[src/esvg_pkg.sv]
`timescale 1ns / 1ps
// ----------------------------------------------------------------------------
// esvg_pkg
// Shared types and constants of the ellipse strip vertex generator.
// ----------------------------------------------------------------------------
package esvg_pkg;

  localparam int unsigned SINE_DEPTH_DEF = 256;
  localparam int unsigned COORD_W_DEF    = 16;
  localparam int unsigned MAX_SEGMENTS   = 30;
  localparam int unsigned RUN_LIMIT      = 63;
  localparam int unsigned CMD_DEPTH      = 2;
  localparam int unsigned OUT_DEPTH      = 2;
  localparam longint unsigned PI_Q30     = 64'd3373259426;

  // pair limits so that a whole run fits in RUN_LIMIT vertices
  localparam logic [4:0] FIT_SINGLE = 5'((RUN_LIMIT - 3) / 2);
  localparam logic [4:0] FIT_DOUBLE = 5'((RUN_LIMIT - 4) / 2);
  localparam logic [4:0] SEG_MAX    = 5'(MAX_SEGMENTS);

  typedef struct packed {
    logic signed [15:0] cx;
    logic signed [15:0] cy;
    logic signed [15:0] sx;
    logic signed [15:0] sy;
    logic [4:0]         segs;
    logic [7:0]         red;
    logic [7:0]         green;
    logic [7:0]         blue;
    logic [7:0]         alpha;
    logic [15:0]        start;
    logic               lead2;
  } cmd_t;

  typedef struct packed {
    logic [7:0]  red;
    logic [7:0]  green;
    logic [7:0]  blue;
    logic [7:0]  alpha;
    logic [15:0] slot;
    logic        last;
    logic        ovf;
  } attr_t;

  typedef enum logic [3:0] {
    B_IDLE,
    B_DIV,
    B_OPEN,
    B_COS,
    B_MULX,
    B_MULY,
    B_UP,
    B_LO,
    B_CL1,
    B_CL2
  } back_state_e;

endpackage

[src/esvg_fifo.sv]
`timescale 1ns / 1ps
// ----------------------------------------------------------------------------
// esvg_fifo
// Small register queue, used between front and back and on the result side.
// ----------------------------------------------------------------------------
module esvg_fifo import esvg_pkg::*; #(
  parameter type         T     = cmd_t,
  parameter int unsigned DEPTH = CMD_DEPTH
) (
  input  logic clk_i,
  input  logic rst_ni,
  input  logic push_i,
  input  T     data_i,
  output logic full_o,
  input  logic pop_i,
  output logic empty_o,
  output T     data_o
);

  localparam int unsigned AW = (DEPTH > 1) ? $clog2(DEPTH) : 1;
  localparam int unsigned CW = $clog2(DEPTH + 1);

  T              mem_q [DEPTH];
  logic [AW-1:0] wr_q, rd_q;
  logic [CW-1:0] cnt_q;
  logic          do_push, do_pop;

  assign full_o  = (cnt_q == CW'(DEPTH));
  assign empty_o = (cnt_q == '0);
  assign do_push = push_i && !full_o;
  assign do_pop  = pop_i && !empty_o;
  assign data_o  = mem_q[rd_q];

  function automatic logic [AW-1:0] nxt(input logic [AW-1:0] p);
    return (p == AW'(DEPTH - 1)) ? '0 : p + AW'(1);
  endfunction

  always_ff @(posedge clk_i or negedge rst_ni) begin
    if (!rst_ni) begin
      wr_q  <= '0;
      rd_q  <= '0;
      cnt_q <= '0;
    end else begin
      if (do_push) wr_q <= nxt(wr_q);
      if (do_pop)  rd_q <= nxt(rd_q);
      case ({do_push, do_pop})
        2'b10:   cnt_q <= cnt_q + CW'(1);
        2'b01:   cnt_q <= cnt_q - CW'(1);
        default: cnt_q <= cnt_q;
      endcase
    end
  end

  always_ff @(posedge clk_i) begin
    if (do_push) mem_q[wr_q] <= data_i;
  end

endmodule

[src/esvg_front.sv]
`timescale 1ns / 1ps
// ----------------------------------------------------------------------------
// esvg_front
// Accepts ellipse items, picks the start slot, clamps the segment count and
// keeps the running vertex count of the strip.
// ----------------------------------------------------------------------------
module esvg_front import esvg_pkg::*; (
  input  logic               clk_i,
  input  logic               rst_ni,
  input  logic               push_i,
  input  logic signed [15:0] center_x_i,
  input  logic signed [15:0] center_y_i,
  input  logic signed [15:0] scale_x_i,
  input  logic signed [15:0] scale_y_i,
  input  logic [4:0]         segments_i,
  input  logic [7:0]         red_i,
  input  logic [7:0]         green_i,
  input  logic [7:0]         blue_i,
  input  logic [7:0]         alpha_i,
  input  logic               place_at_index_i,
  input  logic [15:0]        start_index_i,
  input  logic               cmd_full_i,
  output logic               cmd_push_o,
  output cmd_t               cmd_o
);

  logic [15:0] count_q, count_d;
  logic [15:0] start;
  logic        lead2;
  logic [4:0]  fit, n_lim, n;
  logic [6:0]  run_len;

  always_comb begin
    start   = place_at_index_i ? start_index_i : count_q;
    lead2   = (start != '0);
    fit     = lead2 ? FIT_DOUBLE : FIT_SINGLE;
    n_lim   = (SEG_MAX < fit) ? SEG_MAX : fit;
    n       = (segments_i > n_lim) ? n_lim : segments_i;
    run_len = 7'({n, 1'b0}) + 7'd3 + 7'(lead2);
    cmd_push_o = push_i && !cmd_full_i;
    count_d = count_q;
    if (cmd_push_o && !place_at_index_i) count_d = start + 16'(run_len);

    cmd_o.cx    = center_x_i;
    cmd_o.cy    = center_y_i;
    cmd_o.sx    = scale_x_i;
    cmd_o.sy    = scale_y_i;
    cmd_o.segs  = n;
    cmd_o.red   = red_i;
    cmd_o.green = green_i;
    cmd_o.blue  = blue_i;
    cmd_o.alpha = alpha_i;
    cmd_o.start = start;
    cmd_o.lead2 = lead2;
  end

  always_ff @(posedge clk_i or negedge rst_ni) begin
    if (!rst_ni) count_q <= '0;
    else         count_q <= count_d;
  end

endmodule

[src/esvg_back.sv]
`timescale 1ns / 1ps
// ----------------------------------------------------------------------------
// esvg_back
// Walks one ellipse: angle-step division, phase accumulation, sine lookup,
// scaling and saturation, one vertex per emit cycle.
// ----------------------------------------------------------------------------
module esvg_back import esvg_pkg::*; #(
  parameter int unsigned SINE_TABLE_DEPTH = SINE_DEPTH_DEF,
  parameter int unsigned COORD_WIDTH      = COORD_W_DEF
) (
  input  logic                   clk_i,
  input  logic                   rst_ni,
  input  logic                   cmd_valid_i,
  input  cmd_t                   cmd_i,
  output logic                   cmd_pop_o,
  input  logic                   out_full_i,
  output logic                   emit_o,
  output logic [COORD_WIDTH-1:0] vert_x_o,
  output logic [COORD_WIDTH-1:0] vert_y_o,
  output attr_t                  attr_o
);

  localparam int unsigned AW   = $clog2(SINE_TABLE_DEPTH);
  localparam int unsigned DW   = AW + 3;
  localparam int unsigned CNTW = $clog2(DW + 1);
  localparam int unsigned SW   = 34;
  localparam logic [DW-1:0] DIVIDEND = DW'(4 * SINE_TABLE_DEPTH);
  localparam logic [DW-1:0] DEPTH_P  = DW'(SINE_TABLE_DEPTH);
  localparam logic [DW-1:0] TWO_D    = DW'(2 * SINE_TABLE_DEPTH);
  localparam logic signed [SW-1:0] SAT_HI =
    $signed(SW'((64'd1 << (COORD_WIDTH - 1)) - 64'd1));
  localparam logic signed [SW-1:0] SAT_LO = ~SAT_HI;
  localparam logic signed [SW-1:0] HALF = SW'(16384);

  // quarter-wave sine, Q1.15, worked out at elaboration
  logic [15:0] sine_rom [SINE_TABLE_DEPTH];
  for (genvar k = 0; k < SINE_TABLE_DEPTH; k++) begin : g_rom
    localparam longint unsigned X =
      (64'(k) * PI_Q30 + 64'(SINE_TABLE_DEPTH)) / (64'd2 * 64'(SINE_TABLE_DEPTH));
    localparam longint unsigned X2 = (X * X) >> 30;
    localparam longint unsigned T1 = ((X * X2) >> 30) / 6;
    localparam longint unsigned T2 = ((T1 * X2) >> 30) / 20;
    localparam longint unsigned T3 = ((T2 * X2) >> 30) / 42;
    localparam longint unsigned T4 = ((T3 * X2) >> 30) / 72;
    localparam longint unsigned T5 = ((T4 * X2) >> 30) / 110;
    localparam longint unsigned T6 = ((T5 * X2) >> 30) / 156;
    localparam longint unsigned T7 = ((T6 * X2) >> 30) / 210;
    localparam longint S = longint'(X) - longint'(T1) + longint'(T2) - longint'(T3)
                         + longint'(T4) - longint'(T5) + longint'(T6) - longint'(T7);
    localparam longint S0 = (S < 0) ? 0 : S;
    localparam longint V  = (S0 + 16384) >>> 15;
    localparam longint VC = (V > 65535) ? 65535 : V;
    assign sine_rom[k] = 16'(VC);
  end

  back_state_e state_q, state_d;
  cmd_t              cmd_q;
  logic [5:0]        k_q;
  logic [4:0]        pair_q;
  logic [6:0]        rem_q;
  logic [DW-1:0]     dvd_q, quo_q, p_q;
  logic [CNTW-1:0]   dcnt_q;
  logic [5:0]        div_q;
  logic [6:0]        prem_q;
  logic [16:0]       rom_q;
  logic              neg_q;
  logic signed [SW-1:0] mul_q;
  logic signed [17:0]   dx_q, dy_q;

  logic [6:0]        rem_sh, rem_nx, psum, prem_nx;
  logic              ge, carry, upper;
  logic [DW-1:0]     cos_idx, sin_idx, rd_idx;
  logic signed [17:0]   fac, dy_now;
  logic signed [SW-1:0] term, cx_w, cy_w, sx_w, x_sum, y_sum;
  logic [16:0]       slot_full;

  function automatic logic [COORD_WIDTH-1:0] sat(input logic signed [SW-1:0] v);
    if (v > SAT_HI) return SAT_HI[COORD_WIDTH-1:0];
    if (v < SAT_LO) return SAT_LO[COORD_WIDTH-1:0];
    return v[COORD_WIDTH-1:0];
  endfunction

  always_comb begin
    // restoring divider, one quotient bit a cycle
    rem_sh  = {rem_q[5:0], dvd_q[DW-1]};
    ge      = (rem_sh >= {1'b0, div_q});
    rem_nx  = ge ? rem_sh - {1'b0, div_q} : rem_sh;
    // phase step: p += Q, remainder += R with one carry back
    psum    = prem_q + rem_q;
    carry   = (psum >= {1'b0, div_q});
    prem_nx = carry ? psum - {1'b0, div_q} : psum;
    upper   = (p_q > DEPTH_P);
    cos_idx = upper ? p_q - DEPTH_P : DEPTH_P - p_q;
    sin_idx = upper ? TWO_D - p_q : p_q;
    rd_idx  = (state_q == B_COS) ? cos_idx : sin_idx;
    fac     = neg_q ? -$signed({1'b0, rom_q}) : $signed({1'b0, rom_q});
    term    = (mul_q + HALF) >>> 15;
    dy_now  = $signed(term[17:0]);
    cx_w    = SW'(cmd_q.cx);
    cy_w    = SW'(cmd_q.cy);
    sx_w    = SW'(cmd_q.sx);
  end

  always_comb begin
    state_d   = state_q;
    cmd_pop_o = 1'b0;
    emit_o    = 1'b0;
    x_sum     = cx_w;
    y_sum     = cy_w;
    unique case (state_q)
      B_IDLE: begin
        if (cmd_valid_i) begin
          cmd_pop_o = 1'b1;
          state_d   = B_DIV;
        end
      end
      B_DIV: begin
        if (dcnt_q == CNTW'(DW - 1)) state_d = B_OPEN;
      end
      B_OPEN: begin
        x_sum  = cx_w + sx_w;
        emit_o = !out_full_i;
        if (emit_o && k_q == {5'b0, cmd_q.lead2})
          state_d = (cmd_q.segs == '0) ? B_CL1 : B_COS;
      end
      B_COS:  state_d = B_MULX;
      B_MULX: state_d = B_MULY;
      B_MULY: state_d = B_UP;
      B_UP: begin
        x_sum  = cx_w + SW'(dx_q);
        y_sum  = cy_w + SW'(dy_now);
        emit_o = !out_full_i;
        if (emit_o) state_d = B_LO;
      end
      B_LO: begin
        x_sum  = cx_w + SW'(dx_q);
        y_sum  = cy_w - SW'(dy_q);
        emit_o = !out_full_i;
        if (emit_o) state_d = (pair_q == cmd_q.segs - 5'd1) ? B_CL1 : B_COS;
      end
      B_CL1: begin
        x_sum  = cx_w - sx_w;
        emit_o = !out_full_i;
        if (emit_o) state_d = B_CL2;
      end
      B_CL2: begin
        x_sum  = cx_w - sx_w;
        emit_o = !out_full_i;
        if (emit_o) state_d = B_IDLE;
      end
      default: state_d = B_IDLE;
    endcase
  end

  always_ff @(posedge clk_i or negedge rst_ni) begin
    if (!rst_ni) state_q <= B_IDLE;
    else         state_q <= state_d;
  end

  always_ff @(posedge clk_i or negedge rst_ni) begin
    if (!rst_ni) begin
      k_q    <= '0;
      pair_q <= '0;
      dcnt_q <= '0;
    end else begin
      if (cmd_pop_o) begin
        k_q    <= '0;
        pair_q <= '0;
        dcnt_q <= '0;
      end else begin
        if (state_q == B_DIV) dcnt_q <= dcnt_q + CNTW'(1);
        if (emit_o) k_q <= k_q + 6'd1;
        if (emit_o && state_q == B_LO) pair_q <= pair_q + 5'd1;
      end
    end
  end

  always_ff @(posedge clk_i) begin
    rom_q <= (rd_idx == DEPTH_P) ? 17'd32768 : {1'b0, sine_rom[rd_idx[AW-1:0]]};
    if (cmd_pop_o) begin
      cmd_q <= cmd_i;
      rem_q <= '0;
      dvd_q <= DIVIDEND;
      quo_q <= '0;
      div_q <= {cmd_i.segs, 1'b0};
    end
    if (state_q == B_DIV) begin
      rem_q <= rem_nx;
      dvd_q <= {dvd_q[DW-2:0], 1'b0};
      quo_q <= {quo_q[DW-2:0], ge};
      p_q    <= '0;
      prem_q <= {2'b0, cmd_q.segs};
    end
    if (state_q == B_COS)  neg_q <= upper;
    if (state_q == B_MULX) mul_q <= SW'(cmd_q.sx) * SW'(fac);
    if (state_q == B_MULY) begin
      dx_q  <= $signed(term[17:0]);
      mul_q <= SW'(cmd_q.sy) * SW'($signed({1'b0, rom_q}));
    end
    if (state_q == B_UP && emit_o) begin
      dy_q   <= dy_now;
      p_q    <= p_q + quo_q + DW'(carry);
      prem_q <= prem_nx;
    end
  end

  always_comb begin
    slot_full    = {1'b0, cmd_q.start} + 17'(k_q);
    vert_x_o     = sat(x_sum);
    vert_y_o     = sat(y_sum);
    attr_o.red   = cmd_q.red;
    attr_o.green = cmd_q.green;
    attr_o.blue  = cmd_q.blue;
    attr_o.alpha = cmd_q.alpha;
    attr_o.slot  = slot_full[15:0];
    attr_o.ovf   = slot_full[16];
    attr_o.last  = (state_q == B_CL2);
  end

endmodule

[src/ellipse_strip_vertex_generator_core.sv]
`timescale 1ns / 1ps
// ----------------------------------------------------------------------------
// ellipse_strip_vertex_generator_core
// Turns ellipse items into triangle-strip vertex runs with color and slot.
// ----------------------------------------------------------------------------
// The first vertex follows the angle-step division after accept. Ellipses
// are taken one at a time by the back sequencer: the division, lead vertices
// (lead is 1 or 2), n angle pairs and two closing vertices; each angle pair
// takes a lookup, two multiplies and two emits. The sequencer sets the rate.
// Reset clears the vertex count and both queues; the sine table is constant.
module ellipse_strip_vertex_generator_core import esvg_pkg::*; #(
  parameter int unsigned SINE_TABLE_DEPTH = SINE_DEPTH_DEF,
  parameter int unsigned COORD_WIDTH      = COORD_W_DEF
) (
  input  logic                   clk_i,
  input  logic                   rst_ni,
  input  logic                   push,
  output logic                   full,
  input  logic signed [15:0]     center_x_i,
  input  logic signed [15:0]     center_y_i,
  input  logic signed [15:0]     scale_x_i,
  input  logic signed [15:0]     scale_y_i,
  input  logic [4:0]             segments_i,
  input  logic [7:0]             red_i,
  input  logic [7:0]             green_i,
  input  logic [7:0]             blue_i,
  input  logic [7:0]             alpha_i,
  input  logic                   place_at_index_i,
  input  logic [15:0]            start_index_i,
  output logic                   empty,
  input  logic                   pop,
  output logic signed [COORD_WIDTH-1:0] vert_x_o,
  output logic signed [COORD_WIDTH-1:0] vert_y_o,
  output logic [7:0]             out_red_o,
  output logic [7:0]             out_green_o,
  output logic [7:0]             out_blue_o,
  output logic [7:0]             out_alpha_o,
  output logic [15:0]            vertex_slot_o,
  output logic                   last_vertex_o,
  output logic                   slot_overflow_o
);

  typedef struct packed {
    logic [COORD_WIDTH-1:0] x;
    logic [COORD_WIDTH-1:0] y;
    attr_t                  attr;
  } vert_t;

  cmd_t  cmd_w, cmd_head_w;
  logic  cmd_push_w, cmd_full_w, cmd_empty_w, cmd_pop_w;
  logic  emit_w, out_full_w;
  logic [COORD_WIDTH-1:0] bx_w, by_w;
  attr_t battr_w;
  vert_t vin_w, vout_w;

  esvg_front u_front (
    .clk_i, .rst_ni,
    .push_i           (push),
    .center_x_i, .center_y_i, .scale_x_i, .scale_y_i, .segments_i,
    .red_i, .green_i, .blue_i, .alpha_i, .place_at_index_i, .start_index_i,
    .cmd_full_i       (cmd_full_w),
    .cmd_push_o       (cmd_push_w),
    .cmd_o            (cmd_w)
  );

  assign full = cmd_full_w;

  esvg_fifo #(.T(cmd_t), .DEPTH(CMD_DEPTH)) u_cmd_q (
    .clk_i, .rst_ni,
    .push_i  (cmd_push_w),
    .data_i  (cmd_w),
    .full_o  (cmd_full_w),
    .pop_i   (cmd_pop_w),
    .empty_o (cmd_empty_w),
    .data_o  (cmd_head_w)
  );

  esvg_back #(
    .SINE_TABLE_DEPTH (SINE_TABLE_DEPTH),
    .COORD_WIDTH      (COORD_WIDTH)
  ) u_back (
    .clk_i, .rst_ni,
    .cmd_valid_i (!cmd_empty_w),
    .cmd_i       (cmd_head_w),
    .cmd_pop_o   (cmd_pop_w),
    .out_full_i  (out_full_w),
    .emit_o      (emit_w),
    .vert_x_o    (bx_w),
    .vert_y_o    (by_w),
    .attr_o      (battr_w)
  );

  assign vin_w = '{x: bx_w, y: by_w, attr: battr_w};

  esvg_fifo #(.T(vert_t), .DEPTH(OUT_DEPTH)) u_out_q (
    .clk_i, .rst_ni,
    .push_i  (emit_w),
    .data_i  (vin_w),
    .full_o  (out_full_w),
    .pop_i   (pop),
    .empty_o (empty),
    .data_o  (vout_w)
  );

  assign vert_x_o        = $signed(vout_w.x);
  assign vert_y_o        = $signed(vout_w.y);
  assign out_red_o       = vout_w.attr.red;
  assign out_green_o     = vout_w.attr.green;
  assign out_blue_o      = vout_w.attr.blue;
  assign out_alpha_o     = vout_w.attr.alpha;
  assign vertex_slot_o   = vout_w.attr.slot;
  assign last_vertex_o   = vout_w.attr.last;
  assign slot_overflow_o = vout_w.attr.ovf;

  a_emit_room: assert property (@(posedge clk_i) disable iff (!rst_ni)
    emit_w |-> !out_full_w)
    else $error("vertex emitted into a full result queue");

  a_seg_fit: assert property (@(posedge clk_i) disable iff (!rst_ni)
    cmd_push_w |-> (cmd_w.segs <= (cmd_w.lead2 ? FIT_DOUBLE : FIT_SINGLE)))
    else $error("segment count exceeds run limit");

  a_pop_idle: assert property (@(posedge clk_i) disable iff (!rst_ni)
    cmd_pop_w |-> !cmd_empty_w)
    else $error("back took an item from an empty command queue");

endmodule
[config.mk]
export PLATFORM = sky130hd
export DESIGN_NAME = ellipse_strip_vertex_generator_core
export DESIGN_NICKNAME = d
export VERILOG_FILES = /design/src/esvg_pkg.sv /design/src/esvg_fifo.sv /design/src/esvg_front.sv /design/src/esvg_back.sv /design/src/ellipse_strip_vertex_generator_core.sv
export SDC_FILE = /design/constraint.sdc
export NUM_CORES = 2
export LEC_CHECK = 0
export ABC_CLOCK_PERIOD_IN_PS = 7900
export BUFFER_PORTS_ARGS = -buffer_cell sky130_fd_sc_hd__buf_2
export CAP_MARGIN = 10
export CORE_AREA = 2 2 372 374
export DETAILED_ROUTE_END_ITERATION = 10
export DIE_AREA = 0 0 374 376
export PLACE_DENSITY = 0.57
export SETUP_SLACK_MARGIN = 0.5
export SYNTH_ARGS = -nofsm -noshare
export SYNTH_HDL_FRONTEND = slang
export SYNTH_SLANG_ARGS = --single-unit
[constraint.sdc]
create_clock -name clk_i -period 7.9 [get_ports clk_i]
set_clock_uncertainty 0.05 [all_clocks]
set_input_delay 1.58 -clock clk_i [delete_from_list [all_inputs] [get_ports clk_i]]
set_output_delay 1.58 -clock clk_i [all_outputs]
set_load 0.05 [all_outputs]
# Word-level counts from Yosys, hierarchy flattened
# Memory sizes are Yosys's and may differ from the RTL's. A register that Yosys moved wholly into a read port is not among the register bits.
# Cells that the tools add are included.
word_totals:
  register_bits: 151
  ram_bits: 400
  mem_bits_ro: 4096
  output_inout_bits: 84
  n_memories: 3
memory_table:
  columns: ["memory", "depth", "width", "rd", "rd_ports_with_merged_regs", "wr", "line", "text"]
  rows:
  - ["(no name shown)", 256, 16, 1, 1, 0, "esvg_back.sv:179", "rom_q <= (rd_idx == DEPTH_P) ? 17'd32768 : {1'b0, sine_rom[rd_idx[AW-1:0]]};"]
  - ["u_cmd_q.mem_q", 2, 118, 1, 1, 1, "esvg_fifo.sv:23", "T mem_q [DEPTH];"]
  - ["u_out_q.mem_q", 2, 82, 1, 0, 1, "esvg_fifo.sv:23", null]
op_classes:
  add_sub_neg: 31
  n_mul: 2
  n_lt_le_gt_ge: 9
  eq_ne: 26
  n_mux: 66
  n_bitwise: 1
  reduce_logical: 30
ops:
  columns: ["op", "count"]
  rows:
  - ["$mux W16", 9]
  - ["$pmux W34 S3", 1]
  - ["$mux W11", 8]
  - ["$gt A34 B16 Y1 const B", 2]
  - ["$lt A34 B16 Y1 const B", 2]
  - ["$pmux W34 S2", 1]
  - ["$mul A16 B18 Y33", 2]
  - ["$mux W33", 2]
  - ["$mux W4", 11]
  - ["$mux W7", 6]
  - ["$pmux W4 S10", 1]
  - ["$add A16 B18 Y19", 2]
  - ["$add A33 B16 Y33 const B", 1]
  - ["$mux W5", 4]
  - ["$sub A16 B18 Y19", 1]
  - ["$mux W18", 1]
  - ["$neg A17 Y18", 1]
  - ["$add A16 B16 Y17", 1]
  - ["$add A16 B6 Y17", 1]
  - ["$mux W1", 17]
  - ["$sub A16 B16 Y17", 1]
  - ["$add A16 B7 Y16", 1]
  - ["$eq A4 B3 Y1 const B", 4]
  - ["$reduce_bool A16 Y1", 1]
  - ["43 further kinds", 84]

# Depth between registers and ports, before layout
logic_depth:
  word_depth: 10
  depth_mapped: 32
  depth_no_buf: 31

# By module
# A second synthesis with hierarchy kept.
hier_totals:
  cells_unflattened: 5250
  hier_area_um2: 55781.0
modules_own_cells:
  columns: ["mod", "instances", "cells_each", "area_per_inst_um2", "seq_area_each_um2"]
  rows:
  - ["esvg_back", 1, 4357, 38469.4, 7131.8]
  - ["esvg_fifo (u_cmd_q)", 1, 385, 8752.1, 7186.9]
  - ["esvg_fifo (u_out_q)", 1, 273, 6461.2, 5024.8]
  - ["esvg_front", 1, 234, 2094.5, 400.4]
  - ["ellipse_strip_vertex_generator_core", 1, 1, 3.8, 0.0]

# Least setup slack after synthesis
# OpenSTA, ideal clock, no wires.
synth_timing:
  kind: "register -> register"
  from: "register u_back.rom_q[0]"
  to: "register u_back.mul_q[30], data pin"
  setup_ps: 295
  arrival_time_ps: 7419
  t_required_ps: 7555
  setup_slack_ps: 136
  path_stages_with_launch: 32
  period_less_slack_ps: 7764
  cell_sequence: "dfxtp_1 inv_1 buf_1 ha_1 nand2_1 or2_2 o41ai_1 xnor2_1 clkbuf_1 nand2_1 fa_1 fa_1 inv_1 fa_1 inv_1 fa_1 inv_1 fa_1 inv_1 fa_1 inv_1 ha_1 a21oi_1 nor2b_1 or4_1 o21ba_2 a21oi_1 o211ai_1 a31o_2 a21oi_1 xor2_1 o21ai_0"
synth_between:
  elab_chain_cells: 5
  elab_cells_between_ends: 6
  classes_between: "add/sub (1); mul (2); mux (3)"
synth_rtl:
  columns: ["element", "line", "text"]
  rows:
  - ["start: declaration", "esvg_back.sv:65", "logic [16:0] rom_q;"]
  - ["$neg A17 Y18", "esvg_back.sv:96", "fac = neg_q ? -$signed({1'b0, rom_q}) : $signed({1'b0, rom_q});"]
  - ["$mux W18", "esvg_back.sv:96", null]
  - ["$mul A16 B18 Y33", "esvg_back.sv:195", "if (state_q == B_MULX) mul_q <= SW'(cmd_q.sx) * SW'(fac);"]
  - ["$mux W33", "esvg_back.sv:195", null]
  - ["$mux W33 *", "esvg_back.sv:196", "if (state_q == B_MULY) begin"]
  - ["end signal: assignment", "esvg_back.sv:195", null]
  - ["end signal: assignment", "esvg_back.sv:198", "mul_q <= SW'(cmd_q.sy) * SW'($signed({1'b0, rom_q}));"]
  - ["end: declaration", "esvg_back.sv:67", "logic signed [SW-1:0] mul_q;"]
# Every way passes the cells marked *; elsewhere a longest branch is shown, timed or not. The select of a mux whose other input is x is not followed.
# A chain may end at the register's enable or synchronous reset.

# Worst setup path in the final report
layout_timing:
  from: "register u_back.rom_q[0]"
  to: "register u_back.mul_q[27], data pin"
# The elaborated chain is that of the path after synthesis.

==> impl_metrics.toml <==
[synth]
ys.flop_type = "edfxtp_1"
synth.top_cell.area_share = 0.3387
synthDistinctLibCells = 111
ys_top_cells_by_area = "edfxtp_1 (34%), fa_1 (18%), ha_1 (8.0%), inv_1 (4.7%), mux2_2 (4.4%)"
yosysWarningCount = 0
synth_area_sq_um = 54170
synthTopCellsByCount = "inv_1 (679), edfxtp_1 (611), fa_1 (487), nand2_1 (470), ha_1 (346)"
synth_nets = 6020
synth_most_common_cell = "inv_1"
seq_area_frac_synth = 0.3645
synthCells = 5065
synth_seq_cells = 670
synthArstFlopShare = 0.06418
synth_edf_count = 611
yosysTopAreaCell = "edfxtp_1"
avgSynthCellArea_sq_um = 10.70

[detailed_routing]
routed_via_density = 5.494
final_antenna_net_count = 0
drt-pass1-iter-count = 6
wl_um = 157200
drt_iter0_drc = 3160
route.detailed.wl_per_inst_um = 22.09
vias = 39110
drc = 0

[place]
io_buffers = 205
dpl.hpwl_um = 117700
gp_congestion = 0.9461
place_ws_ns = -0.1416

[sta]
clock.fmax_ghz = 0.1340
hold_viol_final = 0
layout_setup_ws_ns = 0.4395
relSlewSlack = 0.2490
period_minus_slack_ns = 7.460
worst_pin_slew_ns = 1.125
holdWs_ns = 0.3959
setup_viol = 0
maxSlewViolCount = 0
finalCritPeriodShare = 0.9444
rsz0062_at_grt = "true"

[grt]
grt_pass1_vias = 39970
grt_antenna_before_repair = 6
grt_util_all_layers = 0.2235
grt_start_max_net_pins = 69
grtUsageMet1 = 0.3162
met3_usage = 0.03418
grt.busiest_layer = "met2"
grt_pass1_wl_um = 243600
use_met2 = 0.3502
grt.overflow.total = 0

[finish]
post-route-util = 0.4445
layout-drive-gt1-share = 0.1658
area_growth_pct = 12.12
final_nets = 6222

[worst_setup_path]
max_stage_delay_ns = 0.55
crit_end = "u_back.mul_q[27]"
reg2reg_from = "u_back.rom_q[0]"
crit_required_ns = 8.22
path_class = "flip-flop to flip-flop"
r2r_setup_slack_ns = 0.44
critical_path.startpoint = "u_back.rom_q[0]"
reg2regPathDepth = 29
cp-start-kind = "flip-flop"
crit_family = "adder cells"
cp.depth = 29
cp_max_fo = 5
crit_buf_inv = 7
r2r_end = "u_back.mul_q[27]"
arrival_ns = 7.78
critPathCaptureType = "flip-flop"
crit_top_cell = "fa_1"
worst_path_max_delay_cell = "fa_1"

[cts]
clkSinkCount = 670
numCtsBuffers = 69
h-tree-depth = 3
cts_tree = "yes"
cts_root_buf = "clkbuf_16"
clk_pin_slew_ns = 0.06
clkLatencyLatePin_ns = 0.65
clock_path_buffers = 3

[die]
io_pins = 206
die_y_um = 376
initial_core_util = 0.3965
core_area_sq_um = 136600
dieArea_sq_um = 140600
dieWidth_um = 374
rows = 136

[min_path]
min_path_type = "flip-flop to flip-flop"

[flow_run]
maxCapViolations = 0

[run_status]
status = "completed"
stage by stage:
stage               std cells  area, sq um  setup TNS, ns
floorplan                5065        54220              0
global placement         6954        57510        -0.1193
detailed placement       6954        57510        -0.1834
CTS                      7097        60310              0
global route             7118        60740              0
finish                   7118        60740              0
cells in the final DEF, fill, tap and decap left out, types with 28 or more instances in the layout:
cell type  Yosys  final
nor3_1        71     67
nand2_1      470    460
nor2_1       294    288
nor2b_1       35     32
buf_4          9    153
edfxtp_1     611    611
clkbuf_16      0     71
a21o_1        53     53
inv_1        679    665
nand3_1       66     66
xor2_1        72     69
and2_1       178    169
nand2b_1      46     45
ha_1         346    330
mux2_2       213    213
buf_2         41    205
dfrtp_1       43     41
fa_1         487    477
a31oi_1       34     32
a211oi_1      46     45
xnor2_1      138    126
o211ai_1      28     28
a21oi_1      215    205
o21ai_0      175    167
cell type report:
| type | count | area (sq um) |
|---|---|---|
| tap | 1794 | 2245 |
| clock inverter | 37 | 395.4 |
| fill | 12880 | 75900 |
| sequential | 670 | 19750 |
| inverter | 687 | 2581 |
| multi-input combinational | 3463 | 31510 |
| clock buffer | 87 | 1837 |
| timing repair buffer | 376 | 2404 |
| antenna | 4 | 10.01 |
cell families after synthesis:
kind of cell / share of synthesized area
multiplexers: 0.04769
buffers and inverters: 0.06739
flip-flops: 0.3645
XOR/XNOR: 0.03469
AND/OR/NAND/NOR: 0.1175
AO/OA/AOI/OAI: 0.1084
adder cells (fa/ha/maj): 0.2599
state kept, by name (all words and copies together) (netlist names), 2 cells and up:
name	cells
u_back.quo_q	11
u_back.state_q	4
u_cmd_q.mem_q	236
u_back.prem_q	7
u_back.cmd_q	86
u_back.dy_q	18
u_back.dx_q	18
u_back.dcnt_q	4
u_back.rom_q	16
u_front.count_q	16
u_back.rem_q	7
u_out_q.mem_q	164
u_back.pair_q	5
u_out_q.cnt_q	2
u_back.k_q	6
u_cmd_q.cnt_q	2
u_back.mul_q	19
u_back.p_q	11
u_back.attr_o	32
layer usage:
metal,up-vias,part of all wire
met2,1296,0.45
li1,17750,-
met1,19750,0.45
met3,312,0.059
met4,2,0.033
met5,-,0.000083
timing repair:
action / 4_1_cts / 5_1_grt
setup buffers: 19 / 17
pin swaps: 34 / 46
gates resized for setup: 79 / 77
setup endpoints to repair: 15 / 17
hold buffers: 0 / 0
worst register-to-register path: cells and delay by family (launching register included):
kind / cells / cell delay [ns]
fa+ha+maj: 7 / 3.21
simple gates: 5 / 1.50
compound gates: 8 / 1.27
xor+xnor: 2 / 0.43
buf+inv: 7 / 0.39
flops: 1 / 0.32
worst min-delay path by stage:
stage | cells past startpoint | from | end
after floorplan | 0 | u_back.attr_o[18] | u_out_q.mem_q[0][18]
after global placement | 0 | u_back.attr_o[31] | u_out_q.mem_q[0][31]
after detailed placement | 0 | u_back.attr_o[39] | u_out_q.mem_q[1][39]
after CTS | 0 | u_back.attr_o[41] | u_out_q.mem_q[0][41]
after global routing | 0 | u_back.attr_o[47] | u_out_q.mem_q[0][47]
final | 0 | u_back.attr_o[44] | u_out_q.mem_q[0][44]
Power is left out: the tool's default activity adds up to more than one toggle a clock period on the data nets, which glitch-free logic cannot reach.
